<file path="src/rtl/plfp_pkg.sv">
// plfp_pkg: shared types and constants for the parallel-line file transfer port
// no dependencies; compile first
`default_nettype none

package plfp_pkg;

  // bus access kinds
  typedef enum logic [1:0] {
    CMD_READ       = 2'd0,
    CMD_WORD_WRITE = 2'd1,
    CMD_BYTE_WRITE = 2'd2
  } plfp_cmd_t;

  // register offsets
  typedef enum logic [1:0] {
    OFS_RD_STATUS = 2'd0,
    OFS_RD_DATA   = 2'd1,
    OFS_WR_STATUS = 2'd2,
    OFS_WR_DATA   = 2'd3
  } plfp_ofs_t;

  // framing phases; the tail code 4 is never entered
  typedef enum logic [2:0] {
    PH_IDLE   = 3'd0,
    PH_NAME   = 3'd1,
    PH_HEADER = 3'd2,
    PH_BODY   = 3'd3
  } plfp_phase_t;

  localparam logic [7:0]  STATUS_READY  = 8'h80;
  localparam logic [7:0]  REPLY_UNKNOWN = 8'hFF;
  localparam logic [7:0]  OP_STOP       = 8'd0;
  localparam logic [7:0]  OP_MAX        = 8'd4;
  localparam logic [7:0]  OP_SEND       = 8'd2;
  localparam logic [15:0] HEADER_BYTES  = 16'd4;

  // header byte positions
  localparam logic [1:0] HDR_ADDR_LO = 2'd0;
  localparam logic [1:0] HDR_ADDR_HI = 2'd1;
  localparam logic [1:0] HDR_LEN_LO  = 2'd2;
  localparam logic [1:0] HDR_LEN_HI  = 2'd3;

  // framer status seen by the top level
  typedef struct packed {
    plfp_phase_t phase;
    logic [7:0]  reply;
    logic [15:0] address;
    logic [15:0] length;
  } plfp_frame_t;

endpackage

`default_nettype wire

</file>
<file path="src/rtl/plfp_if.sv">
// plfp_req_if / plfp_rsp_if: valid-ready channels for bus accesses and results
// no dependencies
`default_nettype none

interface plfp_req_if;
  logic       valid;
  logic       ready;
  logic [1:0] command;
  logic [1:0] reg_offset;
  logic [7:0] write_data;

  modport source (output valid, output command, output reg_offset, output write_data,
                  input ready);
  modport sink (input valid, input command, input reg_offset, input write_data,
                output ready);
endinterface

interface plfp_rsp_if;
  logic        valid;
  logic        ready;
  logic [7:0]  read_data;
  logic [2:0]  phase;
  logic [15:0] frame_address;
  logic [15:0] frame_length;

  modport source (output valid, output read_data, output phase, output frame_address,
                  output frame_length, input ready);
  modport sink (input valid, input read_data, input phase, input frame_address,
                input frame_length, output ready);
endinterface

`default_nettype wire

</file>
<file path="src/rtl/plfp_framer.sv">
// plfp_framer: framing state machine fed one byte per feed strobe
// depends on plfp_pkg
`default_nettype none

module plfp_framer #(
  parameter int NAME_BYTES = 10
) (
  input  wire logic                 clk,
  input  wire logic                 rst,
  input  wire logic                 feed,
  input  wire logic [7:0]           data,
  output plfp_pkg::plfp_frame_t     status
);
  import plfp_pkg::*;

  plfp_phase_t phase, phase_next;
  logic [15:0] count, count_next;
  logic [7:0]  reply, reply_next;
  logic [15:0] address, address_next;
  logic [15:0] length, length_next;
  logic [15:0] count_inc;

  assign count_inc = count + 16'd1;

  // next phase
  always_comb begin
    phase_next = phase;
    if (feed) begin
      unique case (phase)
        PH_IDLE:   if (data == OP_SEND) phase_next = PH_NAME;
        PH_NAME:   if (count_inc == 16'(NAME_BYTES)) phase_next = PH_HEADER;
        PH_HEADER: if (count_inc == HEADER_BYTES) phase_next = PH_BODY;
        PH_BODY:   if (count_inc == length) phase_next = PH_IDLE;
        default:   phase_next = phase;
      endcase
    end
  end

  // counter, reply and header fields
  always_comb begin
    count_next   = count;
    reply_next   = reply;
    address_next = address;
    length_next  = length;
    if (feed) begin
      unique case (phase)
        PH_IDLE: begin
          if (data == OP_STOP) begin
            reply_next = reply;
          end else if (data <= OP_MAX) begin
            reply_next = data;
            if (data == OP_SEND) count_next = 16'd0;
          end else begin
            reply_next = REPLY_UNKNOWN;
          end
        end
        PH_NAME: begin
          reply_next = 8'd0;
          count_next = (count_inc == 16'(NAME_BYTES)) ? 16'd0 : count_inc;
        end
        PH_HEADER: begin
          case (count[1:0])
            HDR_ADDR_LO: address_next = {8'd0, data};
            HDR_ADDR_HI: address_next = {data, address[7:0]};
            HDR_LEN_LO:  length_next  = {8'd0, data};
            HDR_LEN_HI:  length_next  = {data, length[7:0]};
            default:     address_next = address;
          endcase
          count_next = (count_inc == HEADER_BYTES) ? 16'd0 : count_inc;
        end
        PH_BODY: begin
          count_next = (count_inc == length) ? 16'd0 : count_inc;
        end
        default: count_next = count;
      endcase
    end
  end

  always_ff @(posedge clk) begin
    if (rst) begin
      phase   <= PH_IDLE;
      count   <= 16'd0;
      reply   <= 8'd0;
      address <= 16'd0;
      length  <= 16'd0;
    end else begin
      phase   <= phase_next;
      count   <= count_next;
      reply   <= reply_next;
      address <= address_next;
      length  <= length_next;
    end
  end

  assign status = '{phase: phase, reply: reply, address: address, length: length};

`ifndef SYNTH
  a_header_count: assert property (@(posedge clk) disable iff (rst)
    (phase == PH_HEADER) |-> (count < HEADER_BYTES))
    else $error("header byte count out of range");

  a_name_count: assert property (@(posedge clk) disable iff (rst)
    (phase == PH_NAME) |-> (count < 16'(NAME_BYTES)))
    else $error("name byte count out of range");

  a_header_done: assert property (@(posedge clk) disable iff (rst)
    (feed && phase == PH_HEADER && count[1:0] == HDR_LEN_HI)
      |=> (phase == PH_BODY && count == 16'd0))
    else $error("header did not hand over to body");

  a_body_done: assert property (@(posedge clk) disable iff (rst)
    (feed && phase == PH_BODY && count_inc == length)
      |=> (phase == PH_IDLE && count == 16'd0))
    else $error("body did not end at header length");

  a_no_feed_hold: assert property (@(posedge clk) disable iff (rst)
    !feed |=> ($stable(phase) && $stable(count) && $stable(reply)))
    else $error("framer state moved without a byte");
`endif

endmodule

`default_nettype wire

</file>
<file path="src/rtl/parallel_line_file_transfer_port_core.sv">
// parallel_line_file_transfer_port_core: four-register parallel-line port top level
// depends on plfp_pkg, plfp_req_if, plfp_rsp_if and plfp_framer
//
//   channel  dir  fields                                          word
//   req      in   command, reg_offset, write_data                 one bus access
//   rsp      out  read_data, phase, frame_address, frame_length   one result
//
// one access is taken per cycle while rsp is not stalled; its result appears in the cycle after acceptance
// rsp is a single output register; req stays ready whenever that register is empty
// or is being emptied in the same cycle, so a full rate flow needs no bubbles
// a stall on rsp holds the result and the framer state until the word is taken
// rst is synchronous: framer goes to idle with reply, count and header cleared
`default_nettype none

module parallel_line_file_transfer_port_core #(
  parameter int NAME_BYTES = 10   // name bytes in a frame, 1 to 64
) (
  input wire logic   clk,
  input wire logic   rst,
  plfp_req_if.sink   req,
  plfp_rsp_if.source rsp
);
  import plfp_pkg::*;

  plfp_frame_t status;
  logic        accept;
  logic        feed;
  logic [7:0]  read_data;
  logic [7:0]  read_data_next;
  logic        out_valid;

  // take a new access whenever the result slot is free or draining
  assign req.ready = !out_valid || rsp.ready;
  assign accept    = req.valid && req.ready;

  // bytes that reach the framer: word writes to the data register, any byte write
  always_comb begin
    feed = 1'b0;
    if (accept) begin
      case (req.command)
        CMD_WORD_WRITE: feed = (req.reg_offset == OFS_WR_DATA);
        CMD_BYTE_WRITE: feed = 1'b1;
        default:        feed = 1'b0;
      endcase
    end
  end

  // register read decode; writes and the unused command read as zero
  always_comb begin
    read_data_next = 8'd0;
    if (req.command == CMD_READ) begin
      unique case (req.reg_offset)
        OFS_RD_STATUS: read_data_next = STATUS_READY;
        OFS_RD_DATA:   read_data_next = status.reply;
        OFS_WR_STATUS: read_data_next = STATUS_READY;
        OFS_WR_DATA:   read_data_next = 8'd0;
        default:       read_data_next = 8'd0;
      endcase
    end
  end

  plfp_framer #(
    .NAME_BYTES(NAME_BYTES)
  ) u_framer (
    .clk    (clk),
    .rst    (rst),
    .feed   (feed),
    .data   (req.write_data),
    .status (status)
  );

  // result register: valid is control, read data is payload
  always_ff @(posedge clk) begin
    if (rst) begin
      out_valid <= 1'b0;
    end else if (accept) begin
      out_valid <= 1'b1;
    end else if (rsp.ready) begin
      out_valid <= 1'b0;
    end
  end

  always_ff @(posedge clk) begin
    if (accept) begin
      read_data <= read_data_next;
    end
  end

  // framer state only moves on an accepted word, so it stands for the held result
  assign rsp.valid         = out_valid;
  assign rsp.read_data     = read_data;
  assign rsp.phase         = status.phase;
  assign rsp.frame_address = status.address;
  assign rsp.frame_length  = status.length;

endmodule

`default_nettype wire
</file>
<file path="src/flat_wrapper.sv">
// flat-port wrapper written by rule: the top's interface ports become plain ports
module parallel_line_file_transfer_port_core_flat import plfp_pkg::*;
#(
  parameter int NAME_BYTES = 10                                    
)
  (clk, rst, req_valid, req_command, req_reg_offset, req_write_data, req_ready, rsp_valid, rsp_read_data, rsp_phase, rsp_frame_address, rsp_frame_length, rsp_ready);
  plfp_req_if req_i ();
  plfp_rsp_if rsp_i ();
  input wire logic clk;
  input wire logic rst;
  input wire logic [$bits(req_i.valid)-1:0] req_valid;
  input wire logic [$bits(req_i.command)-1:0] req_command;
  input wire logic [$bits(req_i.reg_offset)-1:0] req_reg_offset;
  input wire logic [$bits(req_i.write_data)-1:0] req_write_data;
  output wire logic [$bits(req_i.ready)-1:0] req_ready;
  output wire logic [$bits(rsp_i.valid)-1:0] rsp_valid;
  output wire logic [$bits(rsp_i.read_data)-1:0] rsp_read_data;
  output wire logic [$bits(rsp_i.phase)-1:0] rsp_phase;
  output wire logic [$bits(rsp_i.frame_address)-1:0] rsp_frame_address;
  output wire logic [$bits(rsp_i.frame_length)-1:0] rsp_frame_length;
  input wire logic [$bits(rsp_i.ready)-1:0] rsp_ready;
  assign req_i.valid = req_valid;
  assign req_i.command = req_command;
  assign req_i.reg_offset = req_reg_offset;
  assign req_i.write_data = req_write_data;
  assign req_ready = req_i.ready;
  assign rsp_valid = rsp_i.valid;
  assign rsp_read_data = rsp_i.read_data;
  assign rsp_phase = rsp_i.phase;
  assign rsp_frame_address = rsp_i.frame_address;
  assign rsp_frame_length = rsp_i.frame_length;
  assign rsp_i.ready = rsp_ready;
  parallel_line_file_transfer_port_core #(.NAME_BYTES(NAME_BYTES)) u_core (.clk(clk), .rst(rst), .req(req_i), .rsp(rsp_i));
endmodule
</file>
<file path="config.mk">
export PLATFORM = sky130hd
export DESIGN_NAME = parallel_line_file_transfer_port_core_flat
export DESIGN_NICKNAME = d
export VERILOG_FILES = /design/src/rtl/plfp_pkg.sv /design/src/rtl/plfp_if.sv /design/src/rtl/plfp_framer.sv /design/src/rtl/parallel_line_file_transfer_port_core.sv /design/src/flat_wrapper.sv
export SDC_FILE = /design/constraint.sdc
export NUM_CORES = 1
export LEC_CHECK = 0
export ABC_CLOCK_PERIOD_IN_PS = 3410
export BUFFER_PORTS_ARGS = -buffer_cell sky130_fd_sc_hd__buf_2
export CAP_MARGIN = 20
export CORE_ASPECT_RATIO = 0.9
export CORE_MARGIN = 2
export CORE_UTILIZATION = 59
export CTS_BUF_LIST = sky130_fd_sc_hd__clkbuf_4
export DETAILED_ROUTE_END_ITERATION = 7
export PLACE_DENSITY = 0.82
export SLEW_MARGIN = 20
export SYNTH_ARGS = -nofsm -noshare
export SYNTH_HDL_FRONTEND = slang
export SYNTH_SLANG_ARGS = --single-unit
export TNS_END_PERCENT = 30
</file>
<file path="constraint.sdc">
create_clock -name clk -period 3.41 [get_ports clk]
set_input_delay 0.341 -clock clk [delete_from_list [all_inputs] [get_ports clk]]
set_output_delay 0.341 -clock clk [all_outputs]
set_load 0.05 [all_outputs]
</file>
==> summary.md, run 1 <==
| Metric | Value |
|---|---|
| Outcome | `complete, no violations` |
| Initial Utilization | `0.605` |
| Vias | `3520` |
| Synth Area in Compound Gates | `0.190` |
| Clock share of power | `0.331` |
| Crit end category | `register` |
| Syn Area/Cell | `roughly 8.4 um^2` |
| Number of synthesized register bits | `67` |
| First-pass GRT wire length | `15800 um` |
| Initial antenna violation count | `0` |
| IO Pins | `61` |
| CP Buf/Inv Count | `1` |
| Fraction of the mapped netlist area in adder cells | `0.0413` |
| Synth area leaders | `dfxtp_1 (30%), buf_4 (6.7%), edfxtp_1 (6.1%)` |
| EDFF count, synth | `8` |
| Yosys top cell by area | `dfxtp_1` |
| Antenna Violating Nets Remaining | `0` |
| Root buffer cell | `clkbuf_4` |
| Largest net degree at the start of global routing | `43` |
| CTS Hold Bufs | `0` |
| Sequential fraction of design power | `0.605` |
| Worst slew margin | `0.351` |
| CP max-delay cell | `dfxtp_1` |
| H-Tree Level Count | `3` |
| CTS Sinks | `67` |
| Mapped Nets | `498` |
| CP dominant cell by count | `o21ai_0` |
| Max cap viols | `0` |
| Final slew viol count | `0` |
| Overall die area | `0.00735 mm^2` |
| Req. time, crit path | `3.74 ns` |
| Unique cell type count in the Yosys netlist | `63` |
| Vias in the first global route | `3151` |
| Mux cell area share after synthesis | `0.00762` |
| Critical path class | `reg2reg` |
| Routed wire length per instance | `16.4 um` |
| Ratio of final minimum period to clock period | `0.936` |
| Post-CTS Repair Setup Buffers | `0` |
| Setup violators final | `0` |
| Synth top area share | `0.300` |
| 1st-pass router iterations | `5` |
| Via/cell ratio | `5.91` |
| Max stage delay on crit path | `about 0.55 ns` |
| Row count | `28` |
| Share of layout cells above drive strength 1 | `0.231` |
| GR Overflow Total | `0` |
| Initial DRC Count | `around 260` |
| Hold WC Path Type | `in2reg` |
| Max FO, Critical Path | `14` |
| CP delay by family, top | `compound AO/OA/AOI/OAI gates` |
| FFs w/ async S/R, synth | `0` |
| Die Ht | `81.6 um` |
| Clock Path Buffers | `2` |
| P_sw | `0.000358 W` |
| Top FF cell, synth | `dfxtp_1` |
| Met2 routed WL | `4340 um` |
| GRT Util Overall | `0.271` |
| Overall power | `0.00134 W` |
| Clk_lat worst skew | `0.43 ns` |
| Final wirelength | `9800 um` |
| Tmin final | `3.19 ns` |
| Comb pwr share | `0.065` |
| Met1 WL | `around 4500 um` |
| Netlist Area Pre-Place | `~0.004 mm^2` |
| Clock skew | `0.0156 ns` |
| CP arrival | `3.52 ns` |
| Seq/Total Area, Yosys | `0.361` |
| CTS tree | `yes` |
| Worst setup SP type | `register` |
| Number of nets in the layout | `531` |
| Main combinational cell family by area after synthesis | `simple AND/OR/NAND/NOR gates` |
| Core box area | `0.00652 mm^2` |
| Xor and xnor area share after synthesis | `0.0489` |
| Synth Warn # | `0` |
| Mapped Cells | `between 400 and 500` |
| Wire length on met3 | `697 um` |
| Fin. Hold Viols | `0` |
| Die X | `90.2 um` |
| # port buffers | `59` |
| Fmax | `313 MHz` |
| DP HPWL | `roughly 7300 um` |
| Maximum vdd drop | `around 270 uV` |
| P_leak | `between 1.5 and 2 nW` |
| Crit path cell chain | `nand4_1 -> nor4_2 -> o21ai_0 -> or4_1 -> o41a_1 -> o211ai_2 -> buf_12 -> o21ai_0 -> a22o_1` |
| RSZ-0062 raised after global routing | `no` |
| Placer Congestion | `just under 1` |
| Switching fraction of total power | `0.267` |
| Area grow syn2layout | `8.79%` |
| P_int | `0.000983 W` |
| Reg clk slew, reported paths | `0.11 ns` |
| DR DRC count | `0` |
| TritonCTS buffer count | `9` |
| Ant diodes | `0` |
| Setup_tns | `0 ns` |
| Measured slew at the worst slew-check pin | `~0.97 ns` |
| Pwr Density | `313 mW/mm^2` |
| DR top layer | `met4` |
| Simple-gate share of the synthesized area | `0.235` |
## placed cells by master (no fill, tap or decap), drive strengths merged, types with 2 or more instances in the layout
cell type	synthesis	routed
clkinv	0	2
and3	6	6
mux2i	3	3
o21ai	21	21
nor3b	16	16
inv	17	17
a311oi	2	2
a21boi	2	2
edfxtp	8	8
a21oi	28	28
buf	45	85
xor2	10	10
or4	3	3
and4	2	2
nand2	20	20
or3	4	4
nor4	7	7
o2111ai	2	2
a22oi	17	17
o21a	5	5
dfxtp	59	59
nand2b	3	3
a21o	5	5
o22ai	2	2
a22o	11	11
clkbuf	18	10
nand4	7	7
clkinvlp	0	3
xnor2	12	12
ha	13	13
o211ai	3	3
nor2b	4	4
nor3	12	12
nand3	13	13
a211oi	2	2
nor2	61	61
and2	10	10
## final timing paths
kind	slack (ns)	startpoint	end	cells past startpoint
worst min-delay path	0.14	req_valid	u_core.rsp.valid	3
worst max-delay path	0.22	u_core.u_framer.count[5]	u_core.u_framer.count[14]	9
worst max register to register	0.22	u_core.u_framer.count[5]	u_core.u_framer.count[14]	9
worst min register to register	0.48	u_core.u_framer.reply[4]	u_core.u_framer.reply[4]	1
## tightest hold or removal path, delay by kind of cell
kind                   cells  cell delay (ns)
AO/OA/AOI/OAI              1             0.05
buffers and inverters      2             0.14
## power by group through the flow
stage                     Sequential [W]  Combinational, W  Clock (W)
after floorplan                 0.000848         0.0000361          0
after global placement          0.000829         0.0000847          0
after detailed placement        0.000829         0.0000866          0
after CTS                       0.000811         0.0000869   0.000448
after global routing            0.000812         0.0000939   0.000480
final                           0.000811         0.0000867   0.000443
## cells in the mapped netlist, types with 5 or more instances
cell type  count
dfxtp_1       59
o21ai_0       12
nor2_1        60
buf_2          7
and3_1         5
nor4_1         5
edfxtp_1       8
nand4_1        6
clkbuf_1      18
a21oi_1       28
and2_1        10
ha_1          13
a22o_1        11
xnor2_1       12
o21ai_1        9
o21a_1         5
xor2_1        10
a21o_1         5
a22oi_1       17
nor3b_1       16
buf_4         35
inv_1         17
nand2_1       20
nor3_1        11
nand3_1       11
## state kept, by name (all words and copies together) (netlist names)
register                 cells
u_core.u_framer.address     16
u_core.u_framer.reply        8
u_core.u_framer.length      16
u_core.rsp.read_data         8
u_core.u_framer.phase        2
u_core.rsp.valid             1
u_core.u_framer.count       16
## cells by family (layout without fill, tap and decap cells)
family	count (synthesis)	count (layout)
xor+xnor	22	22
other cells	1	1
fa+ha+maj	13	13
mux	3	3
compound gates	111	111
buf+inv	80	117
flops	67	67
simple gates	172	172
## metal layers
layer / track usage / up-vias
li1: - / 1693
met1: 0.382 / 1643
met2: 0.413 / 162
met3: 0.0385 / 22
met4: 0.128 / 0
met5: 0 / -
## area by class of cell
| cell class | count | area [um^2] |
|---|---|---|
| Inverter | 17 | 63.8 |
| Fill cell | 569 | 2230 |
| Multi-Input combinational cell | 322 | 2070 |
| Clock buffer | 10 | 75.1 |
| Timing Repair Buffer | 85 | 503 |
| Sequential cell | 67 | 1430 |
| Tap cell | 90 | 113 |
| Clock inverter | 5 | 32.5 |
## timing repair
action / CTS / global route
setup endpoints to repair: 0 / 13
hold endpoints to repair: 0 / 0
gates resized for setup: 0 / 8
## metrics by stage
stage,area (um^2),cells,hold slack [ns],worst slack (ns),utilization
floorplan,3940,469,0.432,0.288,-
global placement,4170,581,0.440,0.183,0.639
detailed placement,4170,581,0.446,0.129,0.639
CTS,4270,596,0.136,0.0740,0.656
global route,4290,596,0.138,0.0194,0.658
finish,4290,596,0.136,0.220,0.658
(Power assumes the default switching activity.)
==> run 2, diff against run 1 <==
--- a/config.mk
+++ b/config.mk
@@ -9,7 +9,7 @@
 export BUFFER_PORTS_ARGS = -buffer_cell sky130_fd_sc_hd__buf_2
 export CAP_MARGIN = 20
 export CORE_ASPECT_RATIO = 0.9
-export CORE_MARGIN = 2
+export CORE_MARGIN = 5
 export CORE_UTILIZATION = 59
 export CTS_BUF_LIST = sky130_fd_sc_hd__clkbuf_4
 export DETAILED_ROUTE_END_ITERATION = 7
==> run 2 against run 1 <==
Effect of this change:
- cell count is 0.50% lower
- first-iteration DRC count is 6.1% lower
- maximum frequency is 1.9% lower
- critical endpoint is now u_core.u_framer.count[13]
- largest power group unchanged
- highest routed layer unchanged
==> summary.md, run 2 (same netlist as run 1, synthesis figures left out) <==
| Metric | Value |
|---|---|
| CTS tree | `yes` |
| Maximum vdd drop | `246 uV` |
| Placed cells | `577` |
| Final wirelength | `just under 10000 um` |
| Most frequent cells in the layout | `nor2_1 (60), buf_2 (59), dfxtp_1 (55), a21oi_1 (28), buf_4 (21)` |
| Setup violators final | `0` |
| First-pass GRT wire length | `16200 um` |
| Core box area | `0.00655 mm^2` |
| RSZ-0062 raised after global routing | `no` |
| GRT Util Overall | `0.246` |
| Clock skew | `0.0287 ns` |
| Final slew viol count | `0` |
| Initial Utilization | `0.602` |
| Post-CTS Repair Setup Buffers | `0` |
| Root buffer cell | `clkbuf_4` |
| Antenna Violating Nets Remaining | `0` |
| DP HPWL | `7540 um` |
| # port buffers | `59` |
| Max FO, Critical Path | `11` |
| Outcome | `complete, no violations` |
| Worst r2r path cells | `10` |
| Most common cell after layout, fill and taps aside | `nor2_1` |
| Measured slew at the worst slew-check pin | `0.798 ns` |
| Crit path to | `u_core.u_framer.count[13]` |
| Crit path from | `u_core.u_framer.count[1]` |
| Reg clk slew, reported paths | `0.11 ns` |
| TritonCTS buffer count | `9` |
| Switching fraction of total power | `0.239` |
| Comb pwr share | `0.059` |
| CTS Sinks | `67` |
| Req. time, crit path | `approximately 3.7 ns` |
| H-Tree Level Count | `3` |
| Placer Congestion | `0.938` |
| Largest registers | `u_core.u_framer.address: 16 flops, u_core.u_framer.count: 16 flops, u_core.u_framer.length: 16 flops` |
| Fmax | `308 MHz` |
| Setup_tns | `0 ns` |
| Worst r2r src | `u_core.u_framer.count[1]` |
| Critical path class | `reg2reg` |
| Overall die area | `between 0.008 and 0.009 mm^2` |
| GR Overflow Total | `0` |
| Hold WC Path Type | `in2reg` |
| Max cap viols | `0` |
| Routed wire length per instance | `~17 um` |
| P_leak | `approximately 1.9 nW` |
| Die Ht | `87.6 um` |
| Overall power | `0.00150 W` |
| Share of layout cells above drive strength 1 | `0.221` |
| P_int | `approximately 0.0011 W` |
| Clock share of power | `0.399` |
| Number of nets in the layout | `527` |
| CP arrival | `approximately 3.5 ns` |
| Sequential fraction of design power | `0.541` |
| Final cell count without fillers | `about 590` |
| Fin. Hold Viols | `0` |
| FF-to-FF End | `u_core.u_framer.count[13]` |
| 1st-pass router iterations | `7` |
| CP max-delay cell | `or4_1` |
| Clock Path Buffers | `2` |
| Tmin final | `3.25 ns` |
| Ratio of final minimum period to clock period | `0.953` |
| DR DRC count | `0` |
| Worst slew margin | `0.466` |
| Worst setup SP type | `register` |
| Die X | `96.2 um` |
| P_sw | `0.000358 W` |
| Via/cell ratio | `5.94` |
| Max stage delay on crit path | `0.54 ns` |
| Initial antenna violation count | `0` |
| Ant diodes | `0` |
| IO Pins | `61` |
| Hold depth | `3` |
| Row count | `28` |
| Clk_lat worst skew | `between 0.4 and 0.5 ns` |
| Crit path cell chain | `ha_1 -> nand4_4 -> nor2_2 -> and3_2 -> xnor2_1 -> or4_1 -> o41a_1 -> o211ai_2 -> nor2_1 -> a221o_1` |
| Largest net degree at the start of global routing | `25` |
| Pwr Density | `348 mW/mm^2` |
| Crit end category | `register` |
| Vias | `3523` |
| R2R Setup Slk | `around 0.16 ns` |
| Initial DRC Count | `248` |
| Vias in the first global route | `approximately 3400` |
| Area grow syn2layout | `9.24%` |
==> run 2: cell types whose count changed in the layout (fill, tap and decap cells not counted), sizes merged <==
cell and change:
bufinv +2, clkinv +1, buf -4, clkinvlp -2
==> run 2: worst max-delay path: cells and delay by family, from the launching register on <==
kind            cells  cell delay, ns
simple gates        5            1.37
flops               1            0.35
compound gates      3            1.08
fa+ha+maj           1            0.26
xor+xnor            1            0.06
==> run 2: routing by layer <==
layer  vias up  routed length [um]  track usage
li1       1687                   -            -
met1      1663                4570        0.337
met2       154                4400        0.384
met3        19                 722       0.0533
met4         0                 187       0.0827
met5         -                   0            0
==> run 2: how the worst min path moves through the flow <==
stage	startpoint	to	slack, ns
after detailed placement	u_core.u_framer.reply[3]	u_core.u_framer.reply[3]	0.45
final	req_valid	u_core.rsp.valid	0.17
after CTS	req_valid	u_core.rsp.valid	0.15
after floorplan	u_core.u_framer.reply[3]	u_core.u_framer.reply[3]	0.43
after global placement	u_core.u_framer.reply[3]	u_core.u_framer.reply[3]	0.44
after global routing	req_valid	u_core.rsp.valid	0.14
==> run 2: area by class of cell <==
cell class | instances | area, um^2
tap | 90 | 113
timing repair buffer | 81 | 473
inverter | 17 | 63.8
clock buffer | 10 | 75.1
clock inverter | 6 | 90.1
fill | 570 | 2240
sequential | 67 | 1430
multi-input combinational | 322 | 2070
==> run 2: metrics by stage <==
stage	worst slack, ns	hold WS (ns)	utilization	area (um^2)
2_1_floorplan	0.288	0.432	-	3940
3_3_place_gp	0.125	0.439	0.631	4140
3_5_place_dp	0.0645	0.453	0.631	4140
4_1_cts	0.0257	0.149	0.657	4300
5_1_grt	0.0164	0.136	0.657	4310
6_report	0.160	0.170	0.657	4310
==> run 2: power groups by stage <==
stage	clock (W)	combinational [W]	sequential [W]
after floorplan	0	0.0000361	0.000848
after global placement	0	0.0000864	0.000829
after detailed placement	0	0.0000880	0.000829
after CTS	0.000606	0.0000884	0.000811
after global routing	0.000653	0.0000949	0.000812
final	0.000598	0.0000888	0.000811
==> run 2: what timing repair did <==
action                                  CTS  global route
endpoints found under the setup margin    0            12
hold buffers                              0             0
gates resized for setup                   0             4
